$ cat src/hw/rtl/rcs_pkg.sv
// Shared types, codes and constants of the robot command sequencer.
`timescale 1ns / 1ps
package rcs_pkg;

	localparam int MAX_CMDS = 16;
	localparam int TAB_AW   = $clog2(MAX_CMDS);

	localparam logic [2:0] OP_LOAD   = 3'd0;
	localparam logic [2:0] OP_BEGIN  = 3'd1;
	localparam logic [2:0] OP_TICK   = 3'd2;
	localparam logic [2:0] OP_CANCEL = 3'd3;
	localparam logic [2:0] OP_RESET  = 3'd4;

	localparam logic [3:0] K_DRIVE      = 4'd0;
	localparam logic [3:0] K_STRAFE     = 4'd1;
	localparam logic [3:0] K_TURN       = 4'd2;
	localparam logic [3:0] K_VISION     = 4'd3;
	localparam logic [3:0] K_INTAKE_ON  = 4'd4;
	localparam logic [3:0] K_INTAKE_OFF = 4'd5;
	localparam logic [3:0] K_LIFT_ON    = 4'd6;
	localparam logic [3:0] K_LIFT_OFF   = 4'd7;
	localparam logic [3:0] K_DROP       = 4'd8;
	localparam logic [3:0] K_WAIT       = 4'd9;
	localparam logic [3:0] K_STOP       = 4'd10;

	localparam logic [2:0] RS_IDLE = 3'd0;
	localparam logic [2:0] RS_RUN  = 3'd1;
	localparam logic [2:0] RS_FIN  = 3'd2;
	localparam logic [2:0] RS_ERR  = 3'd3;
	localparam logic [2:0] RS_CANC = 3'd4;

	localparam logic [2:0] E_NONE    = 3'd0;
	localparam logic [2:0] E_TIMEOUT = 3'd1;
	localparam logic [2:0] E_ABORT   = 3'd2;
	localparam logic [2:0] E_YAW_INV = 3'd3;
	localparam logic [2:0] E_STALE   = 3'd4;
	localparam logic [2:0] E_GUARD   = 3'd5;
	localparam logic [2:0] E_KIND    = 3'd6;

	localparam logic [1:0] D_CONT = 2'd0;
	localparam logic [1:0] D_FIN  = 2'd1;
	localparam logic [1:0] D_SKIP = 2'd2;

	localparam logic [2:0] REG_HH_GAIN   = 3'd0;
	localparam logic [2:0] REG_MAX_CORR  = 3'd1;
	localparam logic [2:0] REG_TURN_GAIN = 3'd2;
	localparam logic [2:0] REG_TURN_LIM  = 3'd3;
	localparam logic [2:0] REG_TURN_TOL  = 3'd4;
	localparam logic [2:0] REG_CMD_TO    = 3'd5;
	localparam logic [2:0] REG_STALE_TO  = 3'd6;
	localparam logic [2:0] REG_MODE      = 3'd7;

	typedef struct packed {
		logic [15:0] hh_gain;
		logic [14:0] max_corr;
		logic [15:0] turn_gain;
		logic [31:0] turn_lim;
		logic [14:0] turn_tol;
		logic [31:0] cmd_to;
		logic [31:0] stale_to;
		logic [1:0]  mode;
	} cfg_t;

	typedef enum logic [7:0] {
		ST_IDLE   = 8'b0000_0001,
		ST_DISP   = 8'b0000_0010,
		ST_STATUS = 8'b0000_0100,
		ST_READ   = 8'b0000_1000,
		ST_ERR    = 8'b0001_0000,
		ST_MUL    = 8'b0010_0000,
		ST_COMMIT = 8'b0100_0000,
		ST_GUARD  = 8'b1000_0000
	} state_t;

	typedef struct packed {
		logic capture;
		logic apply;
		logic read;
		logic calc;
		logic mul;
		logic commit;
		logic status_emit;
		logic guard_emit;
	} ctl_t;

	typedef struct packed {
		logic tick_run;
		logic out_free;
		logic last;
		logic guard_trip;
	} sts_t;

endpackage

$ cat src/hw/rtl/rcs_cfg.sv
// Configuration register file behind the APB-style port.
`timescale 1ns / 1ps
module rcs_cfg (
	input  logic               clk,
	input  logic               arst_n,
	input  logic               psel,
	input  logic               penable,
	input  logic               pwrite,
	input  logic [4:0]         paddr,
	input  logic [31:0]        pwdata,
	output logic [31:0]        prdata,
	output rcs_pkg::cfg_t      cfg
);

	rcs_pkg::cfg_t cfg_q;
	logic          wr;

	assign wr  = psel & penable & pwrite;
	assign cfg = cfg_q;

	always_ff @(posedge clk or negedge arst_n) begin
		if (!arst_n) begin
			cfg_q.hh_gain   <= 16'd1600;
			cfg_q.max_corr  <= 15'd9830;
			cfg_q.turn_gain <= 16'd2400;
			cfg_q.turn_lim  <= 32'd1717976064;
			cfg_q.turn_tol  <= 15'd200;
			cfg_q.cmd_to    <= 32'd0;
			cfg_q.stale_to  <= 32'd0;
			cfg_q.mode      <= 2'd1;
		end else if (wr) begin
			case (paddr[4:2])
				rcs_pkg::REG_HH_GAIN:   cfg_q.hh_gain   <= pwdata[15:0];
				rcs_pkg::REG_MAX_CORR:  cfg_q.max_corr  <= pwdata[14:0];
				rcs_pkg::REG_TURN_GAIN: cfg_q.turn_gain <= pwdata[15:0];
				rcs_pkg::REG_TURN_LIM:  cfg_q.turn_lim  <= pwdata;
				rcs_pkg::REG_TURN_TOL:  cfg_q.turn_tol  <= pwdata[14:0];
				rcs_pkg::REG_CMD_TO:    cfg_q.cmd_to    <= pwdata;
				rcs_pkg::REG_STALE_TO:  cfg_q.stale_to  <= pwdata;
				rcs_pkg::REG_MODE:      cfg_q.mode      <= pwdata[1:0];
				default: ;
			endcase
		end
	end

	always_comb begin
		case (paddr[4:2])
			rcs_pkg::REG_HH_GAIN:   prdata = {16'd0, cfg_q.hh_gain};
			rcs_pkg::REG_MAX_CORR:  prdata = {17'd0, cfg_q.max_corr};
			rcs_pkg::REG_TURN_GAIN: prdata = {16'd0, cfg_q.turn_gain};
			rcs_pkg::REG_TURN_LIM:  prdata = cfg_q.turn_lim;
			rcs_pkg::REG_TURN_TOL:  prdata = {17'd0, cfg_q.turn_tol};
			rcs_pkg::REG_CMD_TO:    prdata = cfg_q.cmd_to;
			rcs_pkg::REG_STALE_TO:  prdata = cfg_q.stale_to;
			rcs_pkg::REG_MODE:      prdata = {30'd0, cfg_q.mode};
			default:                prdata = 32'd0;
		endcase
	end

endmodule

$ cat src/hw/rtl/rcs_ctrl.sv
// Controller state machine that sequences the datapath through one item.
`timescale 1ns / 1ps
module rcs_ctrl (
	input  logic          clk,
	input  logic          arst_n,
	input  logic          in_valid,
	output logic          in_stall,
	input  rcs_pkg::sts_t sts,
	output rcs_pkg::ctl_t ctl
);

	rcs_pkg::state_t state_q, state_d;

	assign in_stall = (state_q != rcs_pkg::ST_IDLE);

	always_comb begin
		state_d = state_q;
		ctl     = '0;
		case (state_q)
			rcs_pkg::ST_IDLE: begin
				if (in_valid) begin
					ctl.capture = 1'b1;
					state_d     = rcs_pkg::ST_DISP;
				end
			end
			rcs_pkg::ST_DISP: begin
				ctl.apply = 1'b1;
				state_d   = sts.tick_run ? rcs_pkg::ST_READ : rcs_pkg::ST_STATUS;
			end
			rcs_pkg::ST_STATUS: begin
				if (sts.out_free) begin
					ctl.status_emit = 1'b1;
					state_d         = rcs_pkg::ST_IDLE;
				end
			end
			rcs_pkg::ST_READ: begin
				ctl.read = 1'b1;
				state_d  = rcs_pkg::ST_ERR;
			end
			rcs_pkg::ST_ERR: begin
				ctl.calc = 1'b1;
				state_d  = rcs_pkg::ST_MUL;
			end
			rcs_pkg::ST_MUL: begin
				ctl.mul = 1'b1;
				state_d = rcs_pkg::ST_COMMIT;
			end
			rcs_pkg::ST_COMMIT: begin
				if (sts.out_free) begin
					ctl.commit = 1'b1;
					if (sts.last)
						state_d = rcs_pkg::ST_IDLE;
					else if (sts.guard_trip)
						state_d = rcs_pkg::ST_GUARD;
					else
						state_d = rcs_pkg::ST_READ;
				end
			end
			rcs_pkg::ST_GUARD: begin
				if (sts.out_free) begin
					ctl.guard_emit = 1'b1;
					state_d        = rcs_pkg::ST_IDLE;
				end
			end
			default: state_d = rcs_pkg::ST_IDLE;
		endcase
	end

	always_ff @(posedge clk or negedge arst_n) begin
		if (!arst_n) begin
			state_q <= rcs_pkg::ST_IDLE;
		end else begin
			state_q <= state_d;
		end
	end

endmodule

$ cat src/hw/rtl/rcs_dp.sv
// Datapath: command tables, runner state, heading arithmetic and result register.
`timescale 1ns / 1ps
module rcs_dp (
	input  logic               clk,
	input  logic               arst_n,
	input  rcs_pkg::ctl_t      ctl,
	output rcs_pkg::sts_t      sts,
	input  rcs_pkg::cfg_t      cfg,
	input  logic [2:0]         opcode,
	input  logic [4:0]         entry_index,
	input  logic [3:0]         cmd_kind,
	input  logic signed [15:0] arg_a,
	input  logic signed [15:0] arg_b,
	input  logic [31:0]        duration_ms,
	input  logic [31:0]        now_ms,
	input  logic signed [15:0] yaw,
	input  logic               yaw_valid,
	input  logic [31:0]        yaw_stamp_ms,
	input  logic               vision_done,
	input  logic               abort_request,
	output logic               out_valid,
	input  logic               out_stall,
	output logic [2:0]         run_state,
	output logic [4:0]         active_index,
	output logic [2:0]         error_code,
	output logic [1:0]         command_done,
	output logic signed [15:0] forward_power,
	output logic signed [15:0] strafe_power,
	output logic signed [15:0] turn_power,
	output logic               intake_on,
	output logic               lift_on,
	output logic               drop_pulse,
	output logic               vision_active,
	output logic               last
);

	// captured item
	logic [2:0]         op_q;
	logic [4:0]         ei_q;
	logic [3:0]         kind_in_q;
	logic signed [15:0] a_in_q, b_in_q, yaw_q;
	logic [31:0]        dur_in_q, now_q, stamp_q;
	logic               yaw_ok_q, vdone_q, abort_q;

	// tables
	logic [35:0] cmd_mem [rcs_pkg::MAX_CMDS];
	logic [31:0] dur_mem [rcs_pkg::MAX_CMDS];
	logic [35:0] rd_cmd_q;
	logic [31:0] rd_dur_q;

	// runner state
	logic [2:0]  run_q;
	logic [4:0]  idx_q, count_q, guard_q;
	logic        started_q, vision_q, intake_q, lift_q;
	logic [31:0] start_q;

	// per-step intermediates
	logic signed [15:0] err_q;
	logic [14:0]        abs_err_q;
	logic [31:0]        elapsed_q;
	logic               stale_q, tmo_q, dur_done_q;
	logic [30:0]        prod_q;

	// result register
	logic               ov_q;
	logic [2:0]         o_run_q, o_err_q;
	logic [4:0]         o_idx_q;
	logic [1:0]         o_done_q;
	logic signed [15:0] o_fw_q, o_st_q, o_tr_q;
	logic               o_in_q, o_lf_q, o_drop_q, o_vis_q, o_last_q;

	logic [3:0]         kind;
	logic signed [15:0] ta, tb;

	assign kind = rd_cmd_q[3:0];
	assign ta   = rd_cmd_q[19:4];
	assign tb   = rd_cmd_q[35:20];

	// ---------------- capture and table ----------------
	always_ff @(posedge clk) begin
		if (ctl.capture) begin
			op_q      <= opcode;
			ei_q      <= entry_index;
			kind_in_q <= cmd_kind;
			a_in_q    <= arg_a;
			b_in_q    <= arg_b;
			dur_in_q  <= duration_ms;
			now_q     <= now_ms;
			yaw_q     <= yaw;
			yaw_ok_q  <= yaw_valid;
			stamp_q   <= yaw_stamp_ms;
			vdone_q   <= vision_done;
			abort_q   <= abort_request;
		end
		if (ctl.apply && op_q == rcs_pkg::OP_LOAD && ei_q < 5'(rcs_pkg::MAX_CMDS)) begin
			cmd_mem[ei_q[rcs_pkg::TAB_AW-1:0]] <= {b_in_q, a_in_q, kind_in_q};
			dur_mem[ei_q[rcs_pkg::TAB_AW-1:0]] <= dur_in_q;
		end
		if (ctl.read) begin
			rd_cmd_q <= cmd_mem[idx_q[rcs_pkg::TAB_AW-1:0]];
			rd_dur_q <= dur_mem[idx_q[rcs_pkg::TAB_AW-1:0]];
		end
	end

	// ---------------- error, age and elapsed ----------------
	logic signed [17:0] d0, d1, d2;
	logic [31:0]        elapsed_c, age_c;

	always_comb begin
		d0 = 18'((kind == rcs_pkg::K_TURN) ? ta : tb) - 18'(yaw_q);
		if (d0 >= 18'sd18000)
			d1 = d0 - 18'sd36000;
		else if (d0 < -18'sd18000)
			d1 = d0 + 18'sd36000;
		else
			d1 = d0;
		if (d1 >= 18'sd18000)
			d2 = d1 - 18'sd36000;
		else if (d1 < -18'sd18000)
			d2 = d1 + 18'sd36000;
		else
			d2 = d1;
		elapsed_c = started_q ? (now_q - start_q) : 32'd0;
		age_c     = now_q - stamp_q;
	end

	always_ff @(posedge clk) begin
		if (ctl.calc) begin
			err_q      <= d2[15:0];
			abs_err_q  <= d2[17] ? 15'(-d2) : d2[14:0];
			elapsed_q  <= elapsed_c;
			stale_q    <= (cfg.stale_to != 32'd0) && (stamp_q != 32'd0) &&
				(age_c > cfg.stale_to);
			tmo_q      <= (cfg.cmd_to != 32'd0) && (elapsed_c >= cfg.cmd_to);
			dur_done_q <= elapsed_c >= rd_dur_q;
		end
		if (ctl.mul)
			prod_q <= 31'(abs_err_q) * 31'((kind == rcs_pkg::K_TURN) ? cfg.turn_gain : cfg.hh_gain);
	end

	// ---------------- step decision ----------------
	logic [22:0]        mag;
	logic [14:0]        mx, mn, hc, tc;
	logic               neg;
	logic [2:0]         nx_run, e_err;
	logic [4:0]         nx_idx;
	logic               nx_started, nx_vision, nx_intake, nx_lift;
	logic [31:0]        nx_start;
	logic [1:0]         e_done;
	logic signed [15:0] e_fw, e_st, e_tr;
	logic               e_drop, e_last, fail, fin, skip;
	logic [2:0]         fail_code;
	logic [4:0]         idx_inc;
	logic [5:0]         guard_inc;

	always_comb begin
		mag = prod_q[30:8];
		neg = err_q[15];
		mx  = (cfg.turn_lim[31:16] > 16'd32767) ? 15'd32767 : cfg.turn_lim[30:16];
		mn  = (cfg.turn_lim[15:0] > {1'b0, mx}) ? mx : cfg.turn_lim[14:0];
		hc  = (mag > 23'(cfg.max_corr)) ? cfg.max_corr : mag[14:0];
		tc  = (mag > 23'(mx)) ? mx : mag[14:0];
		if (tc < mn)
			tc = mn;

		nx_run     = run_q;
		nx_idx     = idx_q;
		nx_started = started_q;
		nx_vision  = vision_q;
		nx_intake  = intake_q;
		nx_lift    = lift_q;
		nx_start   = start_q;
		e_err      = rcs_pkg::E_NONE;
		e_done     = rcs_pkg::D_CONT;
		e_fw       = '0;
		e_st       = '0;
		e_tr       = '0;
		e_drop     = 1'b0;
		e_last     = 1'b1;
		fail       = 1'b0;
		fin        = 1'b0;
		skip       = 1'b0;
		fail_code  = rcs_pkg::E_NONE;
		idx_inc    = idx_q + 5'd1;
		guard_inc  = {1'b0, guard_q} + 6'd1;

		if (abort_q) begin
			fail      = 1'b1;
			fail_code = rcs_pkg::E_ABORT;
		end else if (idx_q >= count_q) begin
			nx_lift    = 1'b0;
			nx_run     = rcs_pkg::RS_FIN;
			nx_started = 1'b0;
			nx_vision  = 1'b0;
		end else if (kind <= rcs_pkg::K_TURN && !yaw_ok_q) begin
			fail      = 1'b1;
			fail_code = rcs_pkg::E_YAW_INV;
		end else if (kind <= rcs_pkg::K_TURN && stale_q) begin
			fail      = 1'b1;
			fail_code = rcs_pkg::E_STALE;
		end else begin
			nx_started = 1'b1;
			if (!started_q) begin
				nx_start  = now_q;
				nx_vision = 1'b0;
			end
			case (kind)
				rcs_pkg::K_DRIVE, rcs_pkg::K_STRAFE: begin
					if (dur_done_q) begin
						fin = 1'b1;
					end else begin
						e_tr = neg ? -$signed({1'b0, hc}) : $signed({1'b0, hc});
						if (kind == rcs_pkg::K_DRIVE)
							e_fw = (ta == -16'sd32768) ? -16'sd32767 : ta;
						else
							e_st = (ta == -16'sd32768) ? -16'sd32767 : ta;
					end
				end
				rcs_pkg::K_TURN: begin
					if (abs_err_q <= cfg.turn_tol)
						fin = 1'b1;
					else if (tmo_q) begin
						if (cfg.mode[0]) begin
							fail      = 1'b1;
							fail_code = rcs_pkg::E_TIMEOUT;
						end else
							skip = 1'b1;
					end else
						e_tr = neg ? -$signed({1'b0, tc}) : $signed({1'b0, tc});
				end
				rcs_pkg::K_VISION: begin
					nx_vision = 1'b1;
					if (vdone_q)
						fin = 1'b1;
					else if (tmo_q) begin
						if (cfg.mode[0]) begin
							fail      = 1'b1;
							fail_code = rcs_pkg::E_TIMEOUT;
						end else
							skip = 1'b1;
					end
				end
				rcs_pkg::K_INTAKE_ON: begin
					nx_intake = 1'b1;
					fin       = 1'b1;
				end
				rcs_pkg::K_INTAKE_OFF: begin
					nx_intake = 1'b0;
					fin       = 1'b1;
				end
				rcs_pkg::K_LIFT_ON: begin
					nx_lift = 1'b1;
					fin     = 1'b1;
				end
				rcs_pkg::K_LIFT_OFF: begin
					nx_lift = 1'b0;
					fin     = 1'b1;
				end
				rcs_pkg::K_DROP, rcs_pkg::K_STOP: fin = 1'b1;
				rcs_pkg::K_WAIT: fin = dur_done_q;
				default: begin
					fail      = 1'b1;
					fail_code = rcs_pkg::E_KIND;
				end
			endcase
			if (fin || skip) begin
				nx_started = 1'b0;
				nx_vision  = 1'b0;
				e_done     = skip ? rcs_pkg::D_SKIP : rcs_pkg::D_FIN;
				e_err      = skip ? rcs_pkg::E_TIMEOUT : rcs_pkg::E_NONE;
				e_drop     = fin && kind == rcs_pkg::K_DROP;
				if (skip)
					nx_lift = 1'b0;
				if (fin && kind == rcs_pkg::K_STOP) begin
					nx_lift = 1'b0;
					nx_run  = rcs_pkg::RS_FIN;
				end else begin
					nx_idx = idx_inc;
					if (idx_inc >= count_q) begin
						nx_lift = 1'b0;
						nx_run  = rcs_pkg::RS_FIN;
					end
				end
				e_last = (nx_run != rcs_pkg::RS_RUN);
			end
		end
		if (fail) begin
			nx_vision  = 1'b0;
			nx_lift    = 1'b0;
			nx_run     = rcs_pkg::RS_ERR;
			nx_started = 1'b0;
			e_err      = fail_code;
			e_fw       = '0;
			e_st       = '0;
			e_tr       = '0;
			e_last     = 1'b1;
		end
	end

	assign sts.tick_run   = (op_q == rcs_pkg::OP_TICK) && (run_q == rcs_pkg::RS_RUN);
	assign sts.out_free   = !ov_q || !out_stall;
	assign sts.last       = e_last;
	assign sts.guard_trip = guard_inc >= {1'b0, count_q};

	// ---------------- runner state ----------------
	always_ff @(posedge clk or negedge arst_n) begin
		if (!arst_n) begin
			run_q     <= rcs_pkg::RS_IDLE;
			idx_q     <= '0;
			count_q   <= '0;
			guard_q   <= '0;
			started_q <= 1'b0;
			vision_q  <= 1'b0;
			intake_q  <= 1'b0;
			lift_q    <= 1'b0;
			start_q   <= '0;
		end else begin
			if (ctl.apply) begin
				guard_q <= '0;
				case (op_q)
					rcs_pkg::OP_BEGIN: begin
						count_q   <= (ei_q > 5'(rcs_pkg::MAX_CMDS)) ?
							5'(rcs_pkg::MAX_CMDS) : ei_q;
						idx_q     <= '0;
						started_q <= 1'b0;
						vision_q  <= 1'b0;
						start_q   <= '0;
						run_q     <= (ei_q == 5'd0) ? rcs_pkg::RS_FIN : rcs_pkg::RS_RUN;
					end
					rcs_pkg::OP_CANCEL: begin
						if (run_q == rcs_pkg::RS_RUN) begin
							vision_q <= 1'b0;
							lift_q   <= 1'b0;
							run_q    <= rcs_pkg::RS_CANC;
						end
					end
					rcs_pkg::OP_RESET: begin
						count_q   <= '0;
						idx_q     <= '0;
						run_q     <= rcs_pkg::RS_IDLE;
						started_q <= 1'b0;
						vision_q  <= 1'b0;
						start_q   <= '0;
					end
					default: ;
				endcase
			end
			if (ctl.commit) begin
				run_q     <= nx_run;
				idx_q     <= nx_idx;
				started_q <= nx_started;
				vision_q  <= nx_vision;
				intake_q  <= nx_intake;
				lift_q    <= nx_lift;
				start_q   <= nx_start;
				guard_q   <= guard_inc[4:0];
			end
			if (ctl.guard_emit) begin
				vision_q  <= 1'b0;
				lift_q    <= 1'b0;
				run_q     <= rcs_pkg::RS_ERR;
				started_q <= 1'b0;
			end
		end
	end

	// ---------------- result register ----------------
	always_ff @(posedge clk or negedge arst_n) begin
		if (!arst_n) begin
			ov_q <= 1'b0;
		end else if (ctl.status_emit || ctl.commit || ctl.guard_emit) begin
			ov_q <= 1'b1;
		end else if (!out_stall) begin
			ov_q <= 1'b0;
		end
	end

	always_ff @(posedge clk) begin
		if (ctl.status_emit) begin
			o_run_q  <= run_q;
			o_idx_q  <= idx_q;
			o_err_q  <= rcs_pkg::E_NONE;
			o_done_q <= rcs_pkg::D_CONT;
			o_fw_q   <= '0;
			o_st_q   <= '0;
			o_tr_q   <= '0;
			o_in_q   <= intake_q;
			o_lf_q   <= lift_q;
			o_drop_q <= 1'b0;
			o_vis_q  <= vision_q;
			o_last_q <= 1'b1;
		end else if (ctl.commit) begin
			o_run_q  <= nx_run;
			o_idx_q  <= idx_q;
			o_err_q  <= e_err;
			o_done_q <= e_done;
			o_fw_q   <= e_fw;
			o_st_q   <= e_st;
			o_tr_q   <= e_tr;
			o_in_q   <= nx_intake;
			o_lf_q   <= nx_lift;
			o_drop_q <= e_drop;
			o_vis_q  <= nx_vision;
			o_last_q <= e_last;
		end else if (ctl.guard_emit) begin
			o_run_q  <= rcs_pkg::RS_ERR;
			o_idx_q  <= idx_q;
			o_err_q  <= rcs_pkg::E_GUARD;
			o_done_q <= rcs_pkg::D_CONT;
			o_fw_q   <= '0;
			o_st_q   <= '0;
			o_tr_q   <= '0;
			o_in_q   <= intake_q;
			o_lf_q   <= 1'b0;
			o_drop_q <= 1'b0;
			o_vis_q  <= 1'b0;
			o_last_q <= 1'b1;
		end
	end

	assign out_valid     = ov_q;
	assign run_state     = o_run_q;
	assign active_index  = o_idx_q;
	assign error_code    = o_err_q;
	assign command_done  = o_done_q;
	assign forward_power = o_fw_q;
	assign strafe_power  = o_st_q;
	assign turn_power    = o_tr_q;
	assign intake_on     = o_in_q;
	assign lift_on       = o_lf_q;
	assign drop_pulse    = o_drop_q;
	assign vision_active = o_vis_q;
	assign last          = o_last_q;

endmodule

$ cat src/hw/rtl/robot_command_sequencer.sv
// Top level of the robot command sequencer.
//
//  channel  handshake            payload
//  input    in_valid / in_stall  opcode .. abort_request, one item per command
//  output   out_valid/out_stall  run_state .. last, one or more items per input
//  config   psel/penable/pready  paddr[4:2] selects register, pwdata/prdata
//
// A non-tick item, or a tick while the runner is not running, passes through
// capture, apply and status emit. A tick steps through table read, yaw error and
// age, gain multiply and commit for each table command that it chains.
// Reset clears the runner state and loads register defaults; tables hold no
// value until loaded. A stalled output holds the controller in its emit state.
`timescale 1ns / 1ps
module robot_command_sequencer (
	input  logic               clk,
	input  logic               arst_n,
	input  logic               psel,
	input  logic               penable,
	input  logic               pwrite,
	input  logic [4:0]         paddr,
	input  logic [31:0]        pwdata,
	output logic [31:0]        prdata,
	output logic               pready,
	input  logic               in_valid,
	output logic               in_stall,
	input  logic [2:0]         opcode,
	input  logic [4:0]         entry_index,
	input  logic [3:0]         cmd_kind,
	input  logic signed [15:0] arg_a,
	input  logic signed [15:0] arg_b,
	input  logic [31:0]        duration_ms,
	input  logic [31:0]        now_ms,
	input  logic signed [15:0] yaw,
	input  logic               yaw_valid,
	input  logic [31:0]        yaw_stamp_ms,
	input  logic               vision_done,
	input  logic               abort_request,
	output logic               out_valid,
	input  logic               out_stall,
	output logic [2:0]         run_state,
	output logic [4:0]         active_index,
	output logic [2:0]         error_code,
	output logic [1:0]         command_done,
	output logic signed [15:0] forward_power,
	output logic signed [15:0] strafe_power,
	output logic signed [15:0] turn_power,
	output logic               intake_on,
	output logic               lift_on,
	output logic               drop_pulse,
	output logic               vision_active,
	output logic               last
);

	rcs_pkg::cfg_t cfg;
	rcs_pkg::ctl_t ctl;
	rcs_pkg::sts_t sts;

	assign pready = 1'b1;

	rcs_cfg u_cfg (
		.clk     (clk),
		.arst_n  (arst_n),
		.psel    (psel),
		.penable (penable),
		.pwrite  (pwrite),
		.paddr   (paddr),
		.pwdata  (pwdata),
		.prdata  (prdata),
		.cfg     (cfg)
	);

	rcs_ctrl u_ctrl (
		.clk      (clk),
		.arst_n   (arst_n),
		.in_valid (in_valid),
		.in_stall (in_stall),
		.sts      (sts),
		.ctl      (ctl)
	);

	rcs_dp u_dp (
		.clk           (clk),
		.arst_n        (arst_n),
		.ctl           (ctl),
		.sts           (sts),
		.cfg           (cfg),
		.opcode        (opcode),
		.entry_index   (entry_index),
		.cmd_kind      (cmd_kind),
		.arg_a         (arg_a),
		.arg_b         (arg_b),
		.duration_ms   (duration_ms),
		.now_ms        (now_ms),
		.yaw           (yaw),
		.yaw_valid     (yaw_valid),
		.yaw_stamp_ms  (yaw_stamp_ms),
		.vision_done   (vision_done),
		.abort_request (abort_request),
		.out_valid     (out_valid),
		.out_stall     (out_stall),
		.run_state     (run_state),
		.active_index  (active_index),
		.error_code    (error_code),
		.command_done  (command_done),
		.forward_power (forward_power),
		.strafe_power  (strafe_power),
		.turn_power    (turn_power),
		.intake_on     (intake_on),
		.lift_on       (lift_on),
		.drop_pulse    (drop_pulse),
		.vision_active (vision_active),
		.last          (last)
	);

endmodule
$ cat config.mk
export PLATFORM = sky130hd
export DESIGN_NAME = robot_command_sequencer
export DESIGN_NICKNAME = d
export VERILOG_FILES = /design/src/hw/rtl/rcs_pkg.sv /design/src/hw/rtl/rcs_cfg.sv /design/src/hw/rtl/rcs_ctrl.sv /design/src/hw/rtl/rcs_dp.sv /design/src/hw/rtl/robot_command_sequencer.sv
export SDC_FILE = /design/constraint.sdc
export NUM_CORES = 2
export LEC_CHECK = 0
export BUFFER_PORTS_ARGS = -buffer_cell sky130_fd_sc_hd__buf_2
export CORE_AREA = 2 2 427 429
export CTS_CLUSTER_DIAMETER = 50
export DETAILED_ROUTE_END_ITERATION = 10
export DIE_AREA = 0 0 429 431
export PLACE_DENSITY = 0.7
export SYNTH_ARGS = -nofsm -noshare
export SYNTH_HDL_FRONTEND = slang
export SYNTH_SLANG_ARGS = --single-unit
$ cat constraint.sdc
create_clock -name clk -period 16.7 [get_ports clk]
set_input_delay 1.67 -clock clk [delete_from_list [all_inputs] [get_ports clk]]
set_output_delay 1.67 -clock clk [all_outputs]
set_load 0.03 [all_outputs]
After elaboration in Yosys (flattened, before gate mapping) --
Memories as Yosys holds them, arrays and structs flattened. A register that Yosys moved wholly into a read port is not among the register bits. Index checks and enable logic that the tools add are counted.
Operators by class: add/subtract/negate cells 12, multiply operators 1, magnitude comparators 19, equality and inequality tests 48, mux-type cells 229, bitwise logic cells 2, reductions and logical operators 56
Operators by type and width (count):
- 16-bit 2-to-1 mux | 32
- 32-bit 2-to-1 mux | 9
- 32-bit case mux with 8 select lines | 1
- 3-bit 2-to-1 mux | 35
- 1-bit 2-to-1 mux | 100
- 32-bit nonzero test | 3
- 15-bit 2-to-1 mux | 6
- 18-bit 2-to-1 mux | 5
- 5-bit 2-to-1 mux | 15
- 32-bit >= comparator | 2
- 32-bit subtractor | 2
- 8-bit case mux with 7 select lines | 1
- 23-bit by 15-bit > comparator with 1-bit output | 2
- 8-bit 2-to-1 mux | 5
- 18-bit by 17-bit adder with 18-bit output (second input constant) | 2
- 18-bit by 16-bit >= comparator with 1-bit output (second input constant) | 2
- 18-bit by 16-bit less-than comparator with 1-bit output (second input constant) | 2
- 18-bit by 17-bit subtractor with 18-bit output (second input constant) | 2
- 32-bit > comparator | 1
- 15-bit negation with 16-bit output | 2
- 16-bit case mux with 2 select lines | 1
- 15-bit by 31-bit multiplier with 31-bit output | 1
- 2-bit 2-to-1 mux | 9
- 2-bit inequality test (second input constant) | 9
- other kinds (60) | 118
Word-level totals: flip-flop bits (word level) 513, RAM bits 1088, bits of input ports 203, output and inout bits 101, logic and storage cells 418, memories 2
Memories:
- u_dp.cmd_mem | depth 16, width 36, read ports 1, clocked after Yosys merged registers in 1, write ports 1, RTL line rcs_dp.sv:46 | logic [35:0] cmd_mem [rcs_pkg::MAX_CMDS];
- u_dp.dur_mem | depth 16, width 32, read ports 1, clocked after Yosys merged registers in 1, write ports 1, RTL line rcs_dp.sv:47 | logic [31:0] dur_mem [rcs_pkg::MAX_CMDS];

Longest topological paths before layout --
depth after elaboration 24, mapped depth 39, gate-level depth less buffers 34

Modules after synthesis --
From an unflattened synthesis, not the netlist that was laid out.
Second synthesis, totals: cell total of the unflattened synthesis 5486, area, all modules 81234.2 µm²
By module, submodules not included:
- rcs_dp | times used 1, cells an instance 4914, area each 73322.8 µm², seq. area each 43556.8 µm²
- rcs_cfg | times used 1, cells an instance 509, area each 7350.8 µm², seq. area each 4041.4 µm²
- rcs_ctrl | times used 1, cells an instance 61, area each 549.3 µm², seq. area each 201.4 µm²
- robot_command_sequencer | times used 1, cells an instance 2, area each 11.3 µm², seq. area each 0.0 µm²

Worst setup path before layout --
OpenSTA, ideal clock, no wires.
path type in2reg, start point input port in_valid, end point register u_dp.a_in_q[0], enable pin, setup time 0.681 ns, arrival time 8.267 ns, data required time 16.019 ns, setup slack 7.752 ns, cell stages on the path 2, buffers on the path 0, cell sequence inv_1 -> nor2_1
RTL lines:
- from (decl) | RTL line robot_command_sequencer.sv:24 | input logic in_valid,
- to (signal assigned) | RTL line rcs_dp.sv:85 | a_in_q <= arg_a;
- to (decl) | RTL line rcs_dp.sv:41 | logic signed [15:0] a_in_q, b_in_q, yaw_q;

Final worst setup path --
start point register u_dp.rd_cmd_q[1] (read register of u_dp.cmd_mem), end point register u_dp.prod_q[30] (data pin)
On the way: longest elaborated chain between the ends 3
Ends and longest elaborated chain:
- from (decl) | RTL line rcs_dp.sv:48 | logic [35:0] rd_cmd_q;
- 4-bit by 2-bit == test with 1-bit output | RTL line rcs_dp.sv:138 | prod_q <= 31'(abs_err_q) * 31'((kind == rcs_pkg::K_TURN) ? cfg.turn_gain : cfg.hh_gain);
- 16-bit 2-to-1 mux | RTL line rcs_dp.sv:138
- 15-bit by 31-bit multiplier with 31-bit output | RTL line rcs_dp.sv:138
- to (signal assigned) | RTL line rcs_dp.sv:138
- to (decl) | RTL line rcs_dp.sv:62 | logic [30:0] prod_q;
Every way passes these cells. A chain may end at the register's enable or synchronous reset.

==> metrics.md <==
| Metric | Value |
|---|---|
| Outcome | finished with violations |
| Failing checks | capacitance limit, slew limit |
| Worst hold stages | 2 |
| Largest net degree at the start of global routing | ~170 |
| Setup WS pre-CTS | roughly 8.3 ns |
| Tcrit/Tclk final | roughly 51% |
| Reg-to-reg endpoint | u_dp.prod_q[30]$_DFFE_PN_ |
| Fin util | around half |
| First-pass GRT wire length | approximately 320000 µm |
| CTS H-tree lvls | 4 |
| Final Hold Viols | 0 |
| Final WS setup | 8.23 ns |
| Core area | between 150000 and 200000 µm² |
| GR Util All Layers | between 20% and 30% |
| Critical Path End Type | register |
| Syn nets | 6340 |
| # nets final | 6661 |
| Initial Utilization | 44.7% |
| Clk_lat worst skew | 0.82 ns |
| Area grow syn2layout | 12.4% |
| Worst-margin pin slew | between 1.5 and 2 ns |
| Syn Inst Count | about 5.6k |
| GRT overflow | 0 |
| Placer Congestion | ~0.95 |
| Seq/Total Area, Yosys | 59.3% |
| Biggest area consumer among synthesized cells | edfxtp_1 |
| Post-synth EDFFs | around 1.4k |
| Ys flop type | edfxtp_1 |
| Startpoint types | register |
| Final instance area | about 91000 µm² |
| Multi-input logic area | about 31000 µm² |
| WS Path Type | register to register |
| Total of max-cap violations | 1 |
| I/O pin cnt | 304 |
| CTS Buf Count | around 170 |
| Worst EP arrival | roughly 9 ns |
| Filler Cell Count | 14.8k |
| DR iter-0 viols | between 4k and 5k |
| Root Driver | clkbuf_16 |
| Clock skew | between 0.03 and 0.04 ns |
| Power Density | ~150 nW/µm² |
| Top post-synthesis cells by area | edfxtp_1 51%, mux4_2 9.5%, dfrtp_1 6.0% |
| Min cycle time layout | about 8.5 ns |
| Most frequent cells in the layout | 1368 x edfxtp_1, 480 x nand2_1, 445 x inv_1 |
| Yosys cell types | 97 |
| Achievable Freq | 118 MHz |
| Port Buffers | 300 |
| Worst-path clk slew | 0.06 ns |
| Maximum clock insertion buffer count | 3 |
| Slew margin rel. | -3.59% |
| CTS tree | built |
| Via count of the first global-routing pass | slightly below 50k |
| Pre-antenna DRT Iters | 6 |
| Synth warnings | 0 |
| Share of layout cells above drive strength 1 | 19.3% |
| Vias/cell | just under 6 |
| DRC Markers | 0 |
| Total Wirelength | 213000 µm |
| Reg-to-reg critical path startpoint | u_dp.rd_cmd_q[1]$_DFFE_PP_ |
| Seq cells post-synth | 1646 |
| Netlist Area Pre-Place | slightly above 80000 µm² |
| Post-CTS Repair Setup Buffers | 0 |
| Worst setup startpoint | u_dp.rd_cmd_q[1]$_DFFE_PP_ |
| Resize count post-CTS | 0 |
| Setup violations, final | 0 |
| Hold path start | u_dp.error_code[1]$_SDFFE_PP0P_ |
| Reg2Reg Setup Slack | 8.23 ns |
| Final setup TNS | 0 ns |
| VDD IR max | about 0.00018 V |
| Class of the worst hold path | register to register |
| Die area | around 180000 µm² |
| Top cell type's share of synthesized area | between 50% and 60% |
| RSZ-0062 raised after global routing | no |
| Hold-fix buffers, CTS | 0 |
| Worst R2R Path Depth | 26 |
| Initial antenna violation count | 24 |
| Most common cell after layout, fill and taps aside | edfxtp_1 |
| Clock net sink count | about 1.6k |
| Dpl hpwl | approximately 140000 µm |
| Pins over their slew limit | 3 |
| Wire length per cell | about 25 µm |
| Dpl cell area | between 80000 and 90000 µm² |
| Mapped Avg Cell Area | ~14 µm² |
| CP required | 17.25 ns |
| Die Span X | around 430 µm |
| Pwr Total | roughly 0.013 W |
| P_leak | between 30 and 40 nW |
| CP max FO | 17 |
| Hold EP | u_dp.error_code[1]$_SDFFE_PP0P_ |
| Height of the die | approximately 430 µm |
| Antenna viol nets, final | 0 |
| Register area | 47800 µm² |
| FP Rows | approximately 160 |
| Ys async rst share | about 14% |
| Via count | 49.1k |
synth_stat cells, types with 17 or more instances:
cell,count
nand3_1,61
and3_1,22
mux2_2,106
a31oi_1,20
nand2_1,481
nand2b_1,47
a21o_1,63
nor2b_1,42
dfstp_2,31
xor2_1,56
a22o_1,54
dfrtp_1,192
inv_1,445
clkbuf_1,177
a211oi_1,17
edfxtp_1,1368
o21ai_0,294
nor3_1,62
dfxtp_1,55
mux4_2,341
or3_1,19
o22ai_1,17
ha_1,359
o211ai_1,24
fa_1,182
nor2_1,256
nor4_1,41
a21oi_1,158
nand4_1,42
o31ai_1,20
buf_1,33
o21a_1,34
mux2i_1,61
xnor2_1,79
and2_1,105
metal layers:
| layer | track usage (%) | up-vias | wire (µm) |
|---|---|---|---|
| li1 | - | 21612 | - |
| met2 | 38.8 | 2019 | 105000 |
| met4 | 8.76 | 20 | 8210 |
| met1 | 30.1 | 25031 | 85200 |
| met3 | 3.68 | 376 | 14500 |
| met5 | 0 | - | 119 |
cells by family (layout without fill, tap and decap cells):
family	Yosys count	in the layout	synth area share (%)
compound gates	851	851	6.86
buf+inv	666	1118	3.12
fa+ha+maj	541	541	10.1
mux	508	508	11.8
flops	1646	1646	59.3
other cells	1	5	0.00465
simple gates	1246	1246	7.35
xor+xnor	137	137	1.51
layout make-up:
class | count | area share [%]
flip-flops and latches | 1646 | 52.8
diodes | 4 | 0.0110
clock inverters | 89 | 1.15
clock buffers | 215 | 5.02
well taps | 2370 | 3.27
repair buffers | 365 | 2.25
inverters | 449 | 1.87
multi-input cells | 3284 | 33.7
state kept, by name, summed over array words and instances, names as in the netlist, 23 cells and up:
register and flops:
u_cfg.cfg 160, u_dp.start_q 32, u_dp.now_q 32, u_dp.rd_cmd_q 36, u_dp.dur_in_q 32, u_dp.prod_q 23, u_dp.stamp_q 32, u_dp.dur_mem 512
u_dp.cmd_mem 576, u_dp.rd_dur_q 32
report_power, final:
group | total, W | internal [W] | leakage [nW] | switching [W]
clock network | 0.00376 | 0.00214 | 2.71 | 0.00162
logic | 0.00420 | 0.00169 | 15.2 | 0.00250
registers | 0.00528 | 0.00497 | 15.5 | 0.000311
through the flow:
stage	hold slack, ns	std cells
2_1_floorplan	0.449	5596
3_3_place_gp	0.440	8114
3_5_place_dp	0.443	8114
4_1_cts	0.457	8418
5_1_grt	0.479	8418
6_report	0.457	8422
how the worst max path moves through the flow:
stage | slack (ns) | endpoint | depth (start not counted)
after CTS | 8.29 | u_dp.prod_q[30]$_DFFE_PN_ | 26
after floorplan | 7.75 | u_dp.a_in_q[0]$_DFFE_PP_ | 2
after global routing | 7.76 | u_dp.prod_q[30]$_DFFE_PN_ | 27
final | 8.23 | u_dp.prod_q[30]$_DFFE_PN_ | 26
after global placement | 8.40 | u_dp.prod_q[30]$_DFFE_PN_ | 26
after detailed placement | 8.32 | u_dp.prod_q[30]$_DFFE_PN_ | 26
worst max-delay path: stages (launching register included):
cell,delay [ns]
edfxtp_1,0.64
nor4b_2,0.37
buf_4,0.35
mux2_2,0.54
and2_1,0.24
fa_1,0.52
fa_1,0.48
fa_1,0.54
inv_1,0.05
fa_1,0.48
fa_1,0.48
inv_1,0.04
fa_1,0.43
ha_1,0.35
a21oi_1,0.08
nor2b_1,0.11
a311oi_1,0.08
or3_1,0.47
a311oi_1,0.52
o31a_1,0.34
o211ai_1,0.16
nand3b_1,0.15
nand2_1,0.08
a21boi_0,0.32
o21a_1,0.19
nor2_1,0.05
xnor2_1,0.11
(Power assumes the default switching activity.)
